[config.mk]
export PLATFORM = sky130hd
export DESIGN_NAME = a32c_match
export DESIGN_NICKNAME = d
export VERILOG_FILES = /design/src/rtl/a32c_pkg.sv /design/src/rtl/a32c_match.sv
export SDC_FILE = /design/constraint.sdc
export NUM_CORES = 1
export LEC_CHECK = 0
export ABC_AREA = 1
export BUFFER_PORTS_ARGS = -buffer_cell sky130_fd_sc_hd__buf_4
export CORE_UTILIZATION = 46
export DETAILED_ROUTE_END_ITERATION = 6
export PLACE_DENSITY = 0.76
export SYNTH_ARGS = -nofsm -noshare
export SYNTH_HDL_FRONTEND = slang
export SYNTH_SLANG_ARGS = --single-unit
[constraint.sdc]
create_clock -name clk_i -period 2.3 [get_ports clk_i]
set_clock_uncertainty 0.2 [all_clocks]
set_input_delay 0.23 -clock clk_i [delete_from_list [all_inputs] [get_ports clk_i]]
set_output_delay 0.23 -clock clk_i [all_outputs]
set_load 0.01 [all_outputs]
[src/rtl/a32c_pkg.sv]
package a32c_pkg;

  localparam int unsigned NumEntries = 108;
  localparam int unsigned IdxW       = 7;
  localparam int unsigned NumGroups  = 4;
  localparam int unsigned GroupSize  = 27;

  typedef enum logic [2:0] {
    KIND_NONE   = 3'd0,
    KIND_BRANCH = 3'd1,
    KIND_BLX    = 3'd2,
    KIND_WORD   = 3'd3,
    KIND_HALF   = 3'd4
  } kind_e;

  typedef struct packed {
    logic [31:0] mask;
    logic [31:0] pattern;
    kind_e       kind;
  } entry_t;

  // per-group first-hit summary, handed from match stage to merge stage
  typedef struct packed {
    logic            hit;
    logic [IdxW-1:0] idx;
  } grp_hit_t;

  // insn sits in the low half, as on the input bus
  typedef struct packed {
    logic [31:0] pc;
    logic [31:0] insn;
  } item_t;

  function automatic entry_t ent(logic [31:0] m, logic [31:0] p, kind_e k);
    entry_t e;
    e.mask = m;
    e.pattern = p;
    e.kind = k;
    return e;
  endfunction

  function automatic entry_t entry_at(logic [IdxW-1:0] i);
    entry_t e;
    unique case (i)
      7'd0:   e = ent(32'h0fffffff, 32'h0ff00000, KIND_NONE);
      7'd1:   e = ent(32'h0fffffff, 32'h0ff00001, KIND_NONE);
      7'd2:   e = ent(32'h0f000000, 32'h0f000000, KIND_NONE);
      7'd3:   e = ent(32'hfe000000, 32'hfa000000, KIND_BLX);
      7'd4:   e = ent(32'h0f000000, 32'h0a000000, KIND_BRANCH);
      7'd5:   e = ent(32'h0f000000, 32'h0b000000, KIND_BRANCH);
      7'd6:   e = ent(32'h0fe000f0, 32'h00000090, KIND_NONE);
      7'd7:   e = ent(32'h0fe000f0, 32'h00200090, KIND_NONE);
      7'd8:   e = ent(32'h0fe000f0, 32'h00800090, KIND_NONE);
      7'd9:   e = ent(32'h0fe000f0, 32'h00c00090, KIND_NONE);
      7'd10:  e = ent(32'h0fe000f0, 32'h00a00090, KIND_NONE);
      7'd11:  e = ent(32'h0fe000f0, 32'h00e00090, KIND_NONE);
      7'd12:  e = ent(32'h0d700000, 32'h04200000, KIND_WORD);
      7'd13:  e = ent(32'h0d700000, 32'h04300000, KIND_WORD);
      7'd14:  e = ent(32'h0d700000, 32'h04600000, KIND_WORD);
      7'd15:  e = ent(32'h0d700000, 32'h04700000, KIND_WORD);
      7'd16:  e = ent(32'h0c500000, 32'h04000000, KIND_WORD);
      7'd17:  e = ent(32'h0c500000, 32'h04100000, KIND_WORD);
      7'd18:  e = ent(32'h0c500000, 32'h04400000, KIND_WORD);
      7'd19:  e = ent(32'h0c500000, 32'h04500000, KIND_WORD);
      7'd20:  e = ent(32'h0e1f0000, 32'h080d0000, KIND_NONE);
      7'd21:  e = ent(32'h0e1f0000, 32'h081d0000, KIND_NONE);
      7'd22:  e = ent(32'h0e100000, 32'h08000000, KIND_NONE);
      7'd23:  e = ent(32'h0e100000, 32'h08100000, KIND_NONE);
      7'd24:  e = ent(32'h0e1000f0, 32'h00100090, KIND_HALF);
      7'd25:  e = ent(32'h0e1000f0, 32'h00000090, KIND_HALF);
      7'd26:  e = ent(32'h0e1000f0, 32'h001000d0, KIND_HALF);
      7'd27:  e = ent(32'h0e1000f0, 32'h001000b0, KIND_HALF);
      7'd28:  e = ent(32'h0e1000f0, 32'h000000b0, KIND_HALF);
      7'd29:  e = ent(32'h0e1000f0, 32'h001000f0, KIND_HALF);
      7'd30:  e = ent(32'h0f200090, 32'h00200090, KIND_NONE);
      7'd31:  e = ent(32'h0e1000d0, 32'h000000d0, KIND_NONE);
      7'd32:  e = ent(32'h0ff00ff0, 32'h01000090, KIND_NONE);
      7'd33:  e = ent(32'h0ff00ff0, 32'h01400090, KIND_NONE);
      7'd34:  e = ent(32'h0fbf0fff, 32'h010f0000, KIND_NONE);
      7'd35:  e = ent(32'h0fb0fff0, 32'h0120f000, KIND_NONE);
      7'd36:  e = ent(32'h0fb0f000, 32'h0320f000, KIND_NONE);
      7'd37:  e = ent(32'h0ffffff0, 32'h012fff10, KIND_NONE);
      7'd38:  e = ent(32'h0fff0ff0, 32'h016f0f10, KIND_NONE);
      7'd39:  e = ent(32'h0ffffff0, 32'h012fff30, KIND_NONE);
      7'd40:  e = ent(32'hfff000f0, 32'he1200070, KIND_NONE);
      7'd41:  e = ent(32'h0de00000, 32'h00000000, KIND_NONE);
      7'd42:  e = ent(32'h0de00000, 32'h00200000, KIND_NONE);
      7'd43:  e = ent(32'h0de00000, 32'h00400000, KIND_NONE);
      7'd44:  e = ent(32'h0de00000, 32'h00600000, KIND_NONE);
      7'd45:  e = ent(32'h0de00000, 32'h00800000, KIND_NONE);
      7'd46:  e = ent(32'h0de00000, 32'h00a00000, KIND_NONE);
      7'd47:  e = ent(32'h0de00000, 32'h00c00000, KIND_NONE);
      7'd48:  e = ent(32'h0de00000, 32'h00e00000, KIND_NONE);
      7'd49:  e = ent(32'h0df00000, 32'h01100000, KIND_NONE);
      7'd50:  e = ent(32'h0df00000, 32'h01300000, KIND_NONE);
      7'd51:  e = ent(32'h0de00000, 32'h01400000, KIND_NONE);
      7'd52:  e = ent(32'h0de00000, 32'h01600000, KIND_NONE);
      7'd53:  e = ent(32'h0de00000, 32'h01800000, KIND_NONE);
      7'd54:  e = ent(32'h0de00000, 32'h01a00000, KIND_NONE);
      7'd55:  e = ent(32'h0de00000, 32'h01c00000, KIND_NONE);
      7'd56:  e = ent(32'h0de00000, 32'h01e00000, KIND_NONE);
      7'd57:  e = ent(32'h0ff08f10, 32'h0e000100, KIND_NONE);
      7'd58:  e = ent(32'h0ff08f10, 32'h0e100100, KIND_NONE);
      7'd59:  e = ent(32'h0ff08f10, 32'h0e200100, KIND_NONE);
      7'd60:  e = ent(32'h0ff08f10, 32'h0e300100, KIND_NONE);
      7'd61:  e = ent(32'h0ff08f10, 32'h0e400100, KIND_NONE);
      7'd62:  e = ent(32'h0ff08f10, 32'h0e500100, KIND_NONE);
      7'd63:  e = ent(32'h0ff08f10, 32'h0e600100, KIND_NONE);
      7'd64:  e = ent(32'h0ff08f10, 32'h0e700100, KIND_NONE);
      7'd65:  e = ent(32'h0ff08f10, 32'h0e800100, KIND_NONE);
      7'd66:  e = ent(32'h0ff08f10, 32'h0e900100, KIND_NONE);
      7'd67:  e = ent(32'h0ff08f10, 32'h0ea00100, KIND_NONE);
      7'd68:  e = ent(32'h0ff08f10, 32'h0eb00100, KIND_NONE);
      7'd69:  e = ent(32'h0ff08f10, 32'h0ec00100, KIND_NONE);
      7'd70:  e = ent(32'h0f008f10, 32'h0e000100, KIND_NONE);
      7'd71:  e = ent(32'h0ff08f10, 32'h0e008100, KIND_NONE);
      7'd72:  e = ent(32'h0ff08f10, 32'h0e108100, KIND_NONE);
      7'd73:  e = ent(32'h0ff08f10, 32'h0e208100, KIND_NONE);
      7'd74:  e = ent(32'h0ff08f10, 32'h0e308100, KIND_NONE);
      7'd75:  e = ent(32'h0ff08f10, 32'h0e408100, KIND_NONE);
      7'd76:  e = ent(32'h0ff08f10, 32'h0e508100, KIND_NONE);
      7'd77:  e = ent(32'h0ff08f10, 32'h0e608100, KIND_NONE);
      7'd78:  e = ent(32'h0ff08f10, 32'h0e708100, KIND_NONE);
      7'd79:  e = ent(32'h0ff08f10, 32'h0e808100, KIND_NONE);
      7'd80:  e = ent(32'h0ff08f10, 32'h0e908100, KIND_NONE);
      7'd81:  e = ent(32'h0ff08f10, 32'h0ea08100, KIND_NONE);
      7'd82:  e = ent(32'h0ff08f10, 32'h0eb08100, KIND_NONE);
      7'd83:  e = ent(32'h0ff08f10, 32'h0ec08100, KIND_NONE);
      7'd84:  e = ent(32'h0ff08f10, 32'h0ed08100, KIND_NONE);
      7'd85:  e = ent(32'h0f008f10, 32'h0e008100, KIND_NONE);
      7'd86:  e = ent(32'h0e100f00, 32'h0c000100, KIND_NONE);
      7'd87:  e = ent(32'h0e100f00, 32'h0c100100, KIND_NONE);
      7'd88:  e = ent(32'h0ff00f10, 32'h0e000110, KIND_NONE);
      7'd89:  e = ent(32'h0ff00f10, 32'h0e100110, KIND_NONE);
      7'd90:  e = ent(32'h0ff00f10, 32'h0e200110, KIND_NONE);
      7'd91:  e = ent(32'h0ff00f10, 32'h0e300110, KIND_NONE);
      7'd92:  e = ent(32'h0ff00f10, 32'h0e400110, KIND_NONE);
      7'd93:  e = ent(32'h0ff00f10, 32'h0e500110, KIND_NONE);
      7'd94:  e = ent(32'h0ff0ff10, 32'h0e90f110, KIND_NONE);
      7'd95:  e = ent(32'h0ff0ff10, 32'h0eb0f110, KIND_NONE);
      7'd96:  e = ent(32'h0ff0ff10, 32'h0ed0f110, KIND_NONE);
      7'd97:  e = ent(32'h0ff0ff10, 32'h0ef0f110, KIND_NONE);
      7'd98:  e = ent(32'hff100010, 32'hfe000010, KIND_NONE);
      7'd99:  e = ent(32'h0f100010, 32'h0e000010, KIND_NONE);
      7'd100: e = ent(32'hff100010, 32'hfe100010, KIND_NONE);
      7'd101: e = ent(32'h0f100010, 32'h0e100010, KIND_NONE);
      7'd102: e = ent(32'hff000010, 32'hfe000000, KIND_NONE);
      7'd103: e = ent(32'h0f000010, 32'h0e000000, KIND_NONE);
      7'd104: e = ent(32'hfe100090, 32'hfc100000, KIND_NONE);
      7'd105: e = ent(32'h0e100090, 32'h0c100000, KIND_NONE);
      7'd106: e = ent(32'hfe100090, 32'hfc000000, KIND_NONE);
      7'd107: e = ent(32'h0e100090, 32'h0c000000, KIND_NONE);
      // unused slots never match: pattern has bits outside the mask
      default: e = ent(32'h00000000, 32'h00000001, KIND_NONE);
    endcase
    return e;
  endfunction

endpackage

[src/rtl/a32c_match.sv]
// Stage 1: compare against all table entries, first hit per group of 27.
module a32c_match (
  input  logic                                    clk_i,
  input  logic                                    en_i,
  input  logic [31:0]                             insn_i,
  output a32c_pkg::grp_hit_t [a32c_pkg::NumGroups-1:0] grp_o
);
  import a32c_pkg::*;

  grp_hit_t [NumGroups-1:0] grp_d, grp_q;

  always_comb begin
    entry_t e;
    logic [IdxW-1:0] k;
    for (int g = 0; g < NumGroups; g++) begin
      grp_d[g] = '0;
      for (int j = GroupSize - 1; j >= 0; j--) begin
        k = IdxW'(g * GroupSize + j);
        e = entry_at(k);
        if ((insn_i & e.mask) == e.pattern) begin
          grp_d[g].hit = 1'b1;
          grp_d[g].idx = k;
        end
      end
    end
  end

  always_ff @(posedge clk_i) begin
    if (en_i) begin
      grp_q <= grp_d;
    end
  end

  assign grp_o = grp_q;

endmodule

* After elaboration in Yosys (flattened, before gate mapping)
Cells that the tools add are included.
Storage, ports and cells: register bits after elaboration 32, input port bits 34, logic and storage cells 247
Cells by class: equality and inequality tests 107, mux-type cells 104, reductions and logical operators 15
Operators with widths (number):
- == test 14 bit (second input constant) | 27
- two-way mux 6 bit | 32
- two-way mux 7 bit | 16
- OR reduction 26 bit | 4
- two-way mux 4 bit | 24
- == test 13 bit (second input constant) | 6
- == test 17 bit (second input constant) | 4
- == test 10 bit (second input constant) | 6
- == test 28 bit (second input constant) | 2
- two-way mux 5 bit | 10
- == test 24 x 21 -> 1 bit (second input constant) | 2
- == test 11 x 7 -> 1 bit (second input constant) | 4
- == test 6 x 4 -> 1 bit (second input constant) | 6
- two-way mux 3 bit | 12
- == test 16 x 13 -> 1 bit (second input constant) | 2
- == test 8 x 5 -> 1 bit (second input constant) | 4
- == test 8 bit (second input constant) | 4
- logical NOT 32 bit | 1
- two-way mux 8 bit | 4
- == test 6 x 3 -> 1 bit (second input constant) | 4
- == test 6 x 5 -> 1 bit (second input constant) | 4
- == test 6 bit (second input constant) | 4
- == test 23 x 20 -> 1 bit (second input constant) | 1
- == test 20 x 17 -> 1 bit (second input constant) | 1
- 26 further kinds | 42

* Longest topological paths before layout
Gate-level depths: netlist (run 1).
depth after elaboration 27, gate-level depth with buffers 16, gate-level depth less buffers 16

* Worst setup path after synthesis (run 1)
No wires, ideal clock.
path kind input to register, start input port insn_i[21], end register grp_q, in the netlist grp_o[3] (data pin), arrival 1.446 ns, required time 1.845 ns, slack 0.399 ns, stages on the path 10, buffers on the path 1, path through buf_4 -> nor2_1 -> inv_1 -> nor3_1 -> nand2_1 -> o21a_1 -> nand2_1 -> nor2_1 -> o21ai_0 -> inv_1
Between the ends: cells in the longest elaborated chain, start to end 9, elaborated cells between the ends (all ways) 21, classes of those cells eq/ne (12); mux (8); reduce/logical (1)
Ends and longest elaborated chain:
- start, declared | RTL line a32c_match.sv:5 | input logic [31:0] insn_i,
- == test 6 x 5 -> 1 bit | RTL line a32c_match.sv:20 | if ((insn_i & e.mask) == e.pattern) begin
- two-way mux 4 bit (8 in a row) | RTL line a32c_match.sv:20
- end signal, assigned | RTL line a32c_match.sv:30 | grp_q <= grp_d;
- end, declared | RTL line a32c_match.sv:10 | grp_hit_t [NumGroups-1:0] grp_d, grp_q;
Several ways; a longest one is shown, not always the timed one. A chain may end at the register's enable or synchronous reset.

* Worst setup path in the final report (run 1)
start input port insn_i[9], end register grp_q, in the netlist grp_o[22] (data pin)
Between the ends: cells in the longest elaborated chain, start to end 18, elaborated cells between the ends (all ways) 42, classes of those cells eq/ne (24); mux (17); reduce/logical (1)
Ends and longest elaborated chain (RTL line):
- == test 14 bit | a32c_match.sv:20
- two-way mux 8 bit | a32c_match.sv:20
- two-way mux 7 bit (16 in a row) | a32c_match.sv:20
Several ways; a longest one is shown, not always the timed one.

==> impl_metrics.toml, run 1 <==
[place]
dpl.hpwl_mm = 7.886
numPortBuffers = 62
gp_congestion = 0.9480

[floorplanning]
io_pins = 66
die_w_um = 81.58
die_area_um2 = 6654
start_util = 0.4834
rows = 28
die_h_um = 81.58
core_area_um2 = 6026

[global_route]
grt_pass1_wl_mm = 14.88
grt_max_degree = 29
grt_pass1_vias = 3054
overflow = 0
grt.total_usage = 0.2964
antenna_found_initial = 0

[timing]
period_share = 0.8637
rsz0062_at_grt = "no"
fmax_ghz = 0.5034
setup_viol = 0
hold_viol_final = 0
min_period_ps = 1987
tns_ps = 0
maxSlewViolCount = 0

[route]
num_vias = 3387
drc = 0
drt-total-wl_mm = 9.406
detail_route.wl_per_cell_um = 15.60
viasPerCell = 5.617
dr.pass1.iters = 5
ant_nets = 0
initialDrtViolationCount = 301

[critical_path]
critPathTopFamily = "simple AND/OR/NAND/NOR gates"
crit_buf_inv = 3
cp.arrival_ps = 1840
cpMostUsedCell = "nand2_1"
cpPeakStageDelay_ps = 240
cp-start-kind = "input pin"
worstPathRequired_ps = 2150
slowest_stage = "nor2_1"
end_kind = "flip-flop"
crit_chain = "buf_4 > inv_1 > nand2_1 > nor3_4 > nand3_1 > nor2_1 > nand2_1 > o21ai_1 > nor2_2 > nand3_1 > nor2_1 > nand2_1 > inv_1"
worst-path-max-fanout = 6
crit_type = "input pin to flip-flop"

[clock_network]
cts_sinks = 28
cts_tree = "done"
cts_buffer_depth = 2
clkTransAtPathRegs_ps = 100
cts_root_buf = "clkbuf_8"
cts_resized = 0
cts-htree-levels = 1
cts_made_buffers = 3
post_cts_buffers = 0
ctsHoldBuffers = 0

[power_and_ir_drop]
p_leak_nw = 1.746
ir_drop_v = 0.0002895
p_per_area_nw_per_um2 = 348.4
power_mw = 1.257

[logic_synthesis]
synth-seq-area-share = 0.2887
synth_edf_count = 28
ys_async_sr_fraction = 0
syn_avg_cell_area_um2 = 6.487
mappedNetlistArea_um2 = 2913
synth_cells = 449
synth_seq_cells = 28
synth_cell_types = 40
synthFlopType = "edfxtp_1"
yosys_warnings = 0

[cells_and_area]
nets = 563
drive_gt1_frac = 0.2481
largest_register_ffs = 28
antenna_cells = 0
syn2layout_area_growth_pct = 23.93

[outcome]
outcome = "completed"

[min_path]
min_path_type = "input pin to flip-flop"

[run]
cap_violations = 0
path summary, 6_finish.rpt:
kind | slack, ps | to | from | depth (start not counted)
max | 310 | grp_o[22] | insn_i[9] | 13
min | 170 | grp_o[1] | en_i | 1
metal layers:
layer	share of wire	up-vias	routed length, µm	GRT usage
met3	0.092	14	868	0.04556
met5	0	-	0	0
met4	0.013	0	122	0.06667
li1	-	1657	-	-
met1	0.46	1522	4283	0.4296
met2	0.44	194	4131	0.4592
cell usage after synthesis, drive strengths merged (3+ instances only):
cell / count / area share
nand2: 99 / 0.14
buf: 6 / 0.015
nor4: 8 / 0.026
nand4: 21 / 0.045
o211ai: 3 / 0.0077
nor3: 29 / 0.059
o21ai: 19 / 0.034
a21oi: 11 / 0.019
inv: 76 / 0.10
nor2: 93 / 0.15
o31ai: 3 / 0.0077
nand3: 36 / 0.069
edfxtp: 28 / 0.29
cell families after synthesis:
family / count (synthesis) / share of synthesized area
and+or+nand+nor: 294 / 0.5064
buffers and inverters: 83 / 0.1168
other: 1 / 0.001287
DFF: 28 / 0.2887
AOI/OAI and AO/OA: 43 / 0.08677
layout by cell type, fill, tap and decap left out, drive strengths merged:
cell      n
clkinv    2
nor4      8
o31ai     3
nand3    36
nand2    99
o211ai    3
clkbuf    3
inv      76
nor3b     2
conb      3
edfxtp   28
or2       2
o21ai    19
or3       1
o21a      2
a21oi    11
nand4    21
nor2     93
nor4b     1
buf      79
or4       2
nor3     29
o21bai    2
o2111ai   2
a31oi     1
power by group:
group / switching, mW / internal [mW]
clock: 0.164 / 0.121
sequential: 0.0108 / 0.605
combinational: 0.217 / 0.141
total: 0.391 / 0.866
stage by stage:
stage / hold WS [ps] / area [µm²] / utilization / worst slack, ps / cells
floorplan: 142.5 / 2920 / - / 399.3 / 451
detailed placement: 438.1 / 3565 / 0.5916 / 45.68 / 599
global placement: 438.2 / 3565 / 0.5916 / 119.4 / 599
CTS: 187.3 / 3610 / 0.5990 / 342.8 / 603
global route: 184.3 / 3610 / 0.5990 / 115.8 / 603
finish: 172.8 / 3610 / 0.5990 / 313.4 / 603
final cells by class:
| type | count | area (µm²) |
|---|---|---|
| clock buffer | 3 | 41.29 |
| clock inverter | 1 | 3.754 |
| fill | 620 | 2416 |
| inverter | 77 | 297.8 |
| multi-input combinational | 340 | 1739 |
| sequential | 28 | 840.8 |
| tap | 75 | 93.84 |
| timing repair buffer | 79 | 593.1 |
(Power assumes the default switching activity.)
==> inputs of run 2 (changes only) <==
Settings changed: CELL_PAD_IN_SITES_DETAIL_PLACEMENT set to 0, CELL_PAD_IN_SITES_GLOBAL_PLACEMENT set to 2, CORE_UTILIZATION 46 to 31, PLACE_DENSITY 0.76 to 0.91.
Clock period 2.3 ns to 2.5 ns, I/O delays scaled along.
==> impl_metrics.toml, run 2 (synthesis results as in run 1) <==
[power_and_ir_drop]
ir_drop_v = 0.0001950
p_leak_nw = 1.711
p_per_area_nw_per_um2 = 351.8

[floorplanning]
die_area_um2 = 9788
io_pins = 66
core_area_um2 = 9153
rows = 35
start_util = 0.3183
die_w_um = 98.94
die_h_um = 98.94

[global_route]
grt_pass1_vias = 3109
grt.total_usage = 0.1985
overflow = 0
grt_max_degree = 29
grt_pass1_wl_mm = 15.30
antenna_found_initial = 0

[place]
numPortBuffers = 62
dpl.hpwl_mm = 7.786
gp_congestion = 0.9217

[route]
ant_nets = 0
drc = 0
dr.pass1.iters = 7
initialDrtViolationCount = 187
viasPerCell = 5.103
detail_route.wl_per_cell_um = 14.65
drt-total-wl_mm = 9.213
num_vias = 3210

[outcome]
outcome = "completed"

[critical_path]
crit_type = "input pin to flip-flop"
slowest_stage = "nor4_2"
crit_chain = "buf_4 > inv_2 > nor2_1 > inv_2 > nor2_2 > nand2_2 > nand2_2 > nor2_2 > o21ai_1 > nor4_2 > nand3_1 > nor2_1 > nand2_1"
cp-start-kind = "input pin"
cp.arrival_ps = 1870
worstPathRequired_ps = 2360
worst-path-max-fanout = 7
end_kind = "flip-flop"
cpPeakStageDelay_ps = 370

[cells_and_area]
final_cell_mix = "92 x nand2_1, 79 x nor2_1, 69 x buf_4"
final_common_cell = "nand2_1"
largest_register_ffs = 28
nets = 553
antenna_cells = 0
syn2layout_area_growth_pct = 23.80
drive_gt1_frac = 0.2355

[min_path]
whs_path_depth = 1
min_path_type = "input pin to flip-flop"

[timing]
min_period_ps = 2018
worstMarginPinSlew_ps = 576.5
slew_headroom = 0.6121
hold_ws_ps = 191.3
period_share = 0.8071
tns_ps = 0
rsz0062_at_grt = "no"
fmax_ghz = 0.4956
hold_viol_final = 0
maxSlewViolCount = 0
setup_viol = 0

[clock_network]
cts_made_buffers = 3
cts_tree = "done"
cts_sinks = 28
cts_resized = 0
ctsHoldBuffers = 0
cts-htree-levels = 1
cts_buffer_depth = 2
post_cts_buffers = 0
cts_root_buf = "clkbuf_8"
clkTransAtPathRegs_ps = 120

[run]
cap_violations = 0
[run 2: final cells by class]
cell class | instances | area (µm²)
Fill cell | 1001 | 5547
Multi-Input combinational cell | 340 | 1739
Sequential cell | 28 | 840.8
Timing Repair Buffer | 69 | 518.0
Inverter | 77 | 297.8
Tap cell | 111 | 138.9
Clock buffer | 3 | 41.29
Clock inverter | 1 | 30.03
[run 2: critical path, delay by kind of cell]
family / cells / cell delay, ps
AO/OA/AOI/OAI: 1 / 110
buffers and inverters: 3 / 380
AND/OR/NAND/NOR: 9 / 1120
[run 2: power by group]
group / internal [mW] / switching [mW] / total, mW
Sequential: 0.557 / 0.00977 / 0.566
Clock: 0.215 / 0.167 / 0.382
Combinational: 0.123 / 0.197 / 0.320
Total: 0.895 / 0.374 / 1.27
[run 2: path summary, 6_finish.rpt]
| check | from | to |
|---|---|---|
| setup / recovery | insn_i[22] | grp_o[15] |
| hold / removal | en_i | grp_o[22] |
[run 2: per-stage QoR]
| stage | utilization | instance area [µm²] | cells | setup slack [ps] | power [mW] |
|---|---|---|---|---|---|
| floorplan | - | 2920 | 451 | 579.3 | 0.7345 |
| global placement | 0.3862 | 3535 | 625 | 138.0 | 0.8986 |
| detailed placement | 0.3862 | 3535 | 625 | 137.5 | 0.8983 |
| CTS | 0.3940 | 3606 | 629 | 457.1 | 1.281 |
| global route | 0.3940 | 3606 | 629 | 309.6 | 1.330 |
| finish | 0.3940 | 3606 | 629 | 482.2 | 1.269 |
[run 2: layer usage]
layer / wire length [µm] / share of wire / GRT usage
met1: 4214 / 0.46 / 0.2694
met5: 0 / 0 / 0
met3: 459 / 0.050 / 0.02057
met2: 4425 / 0.48 / 0.3394
met4: 113 / 0.012 / 0.04478
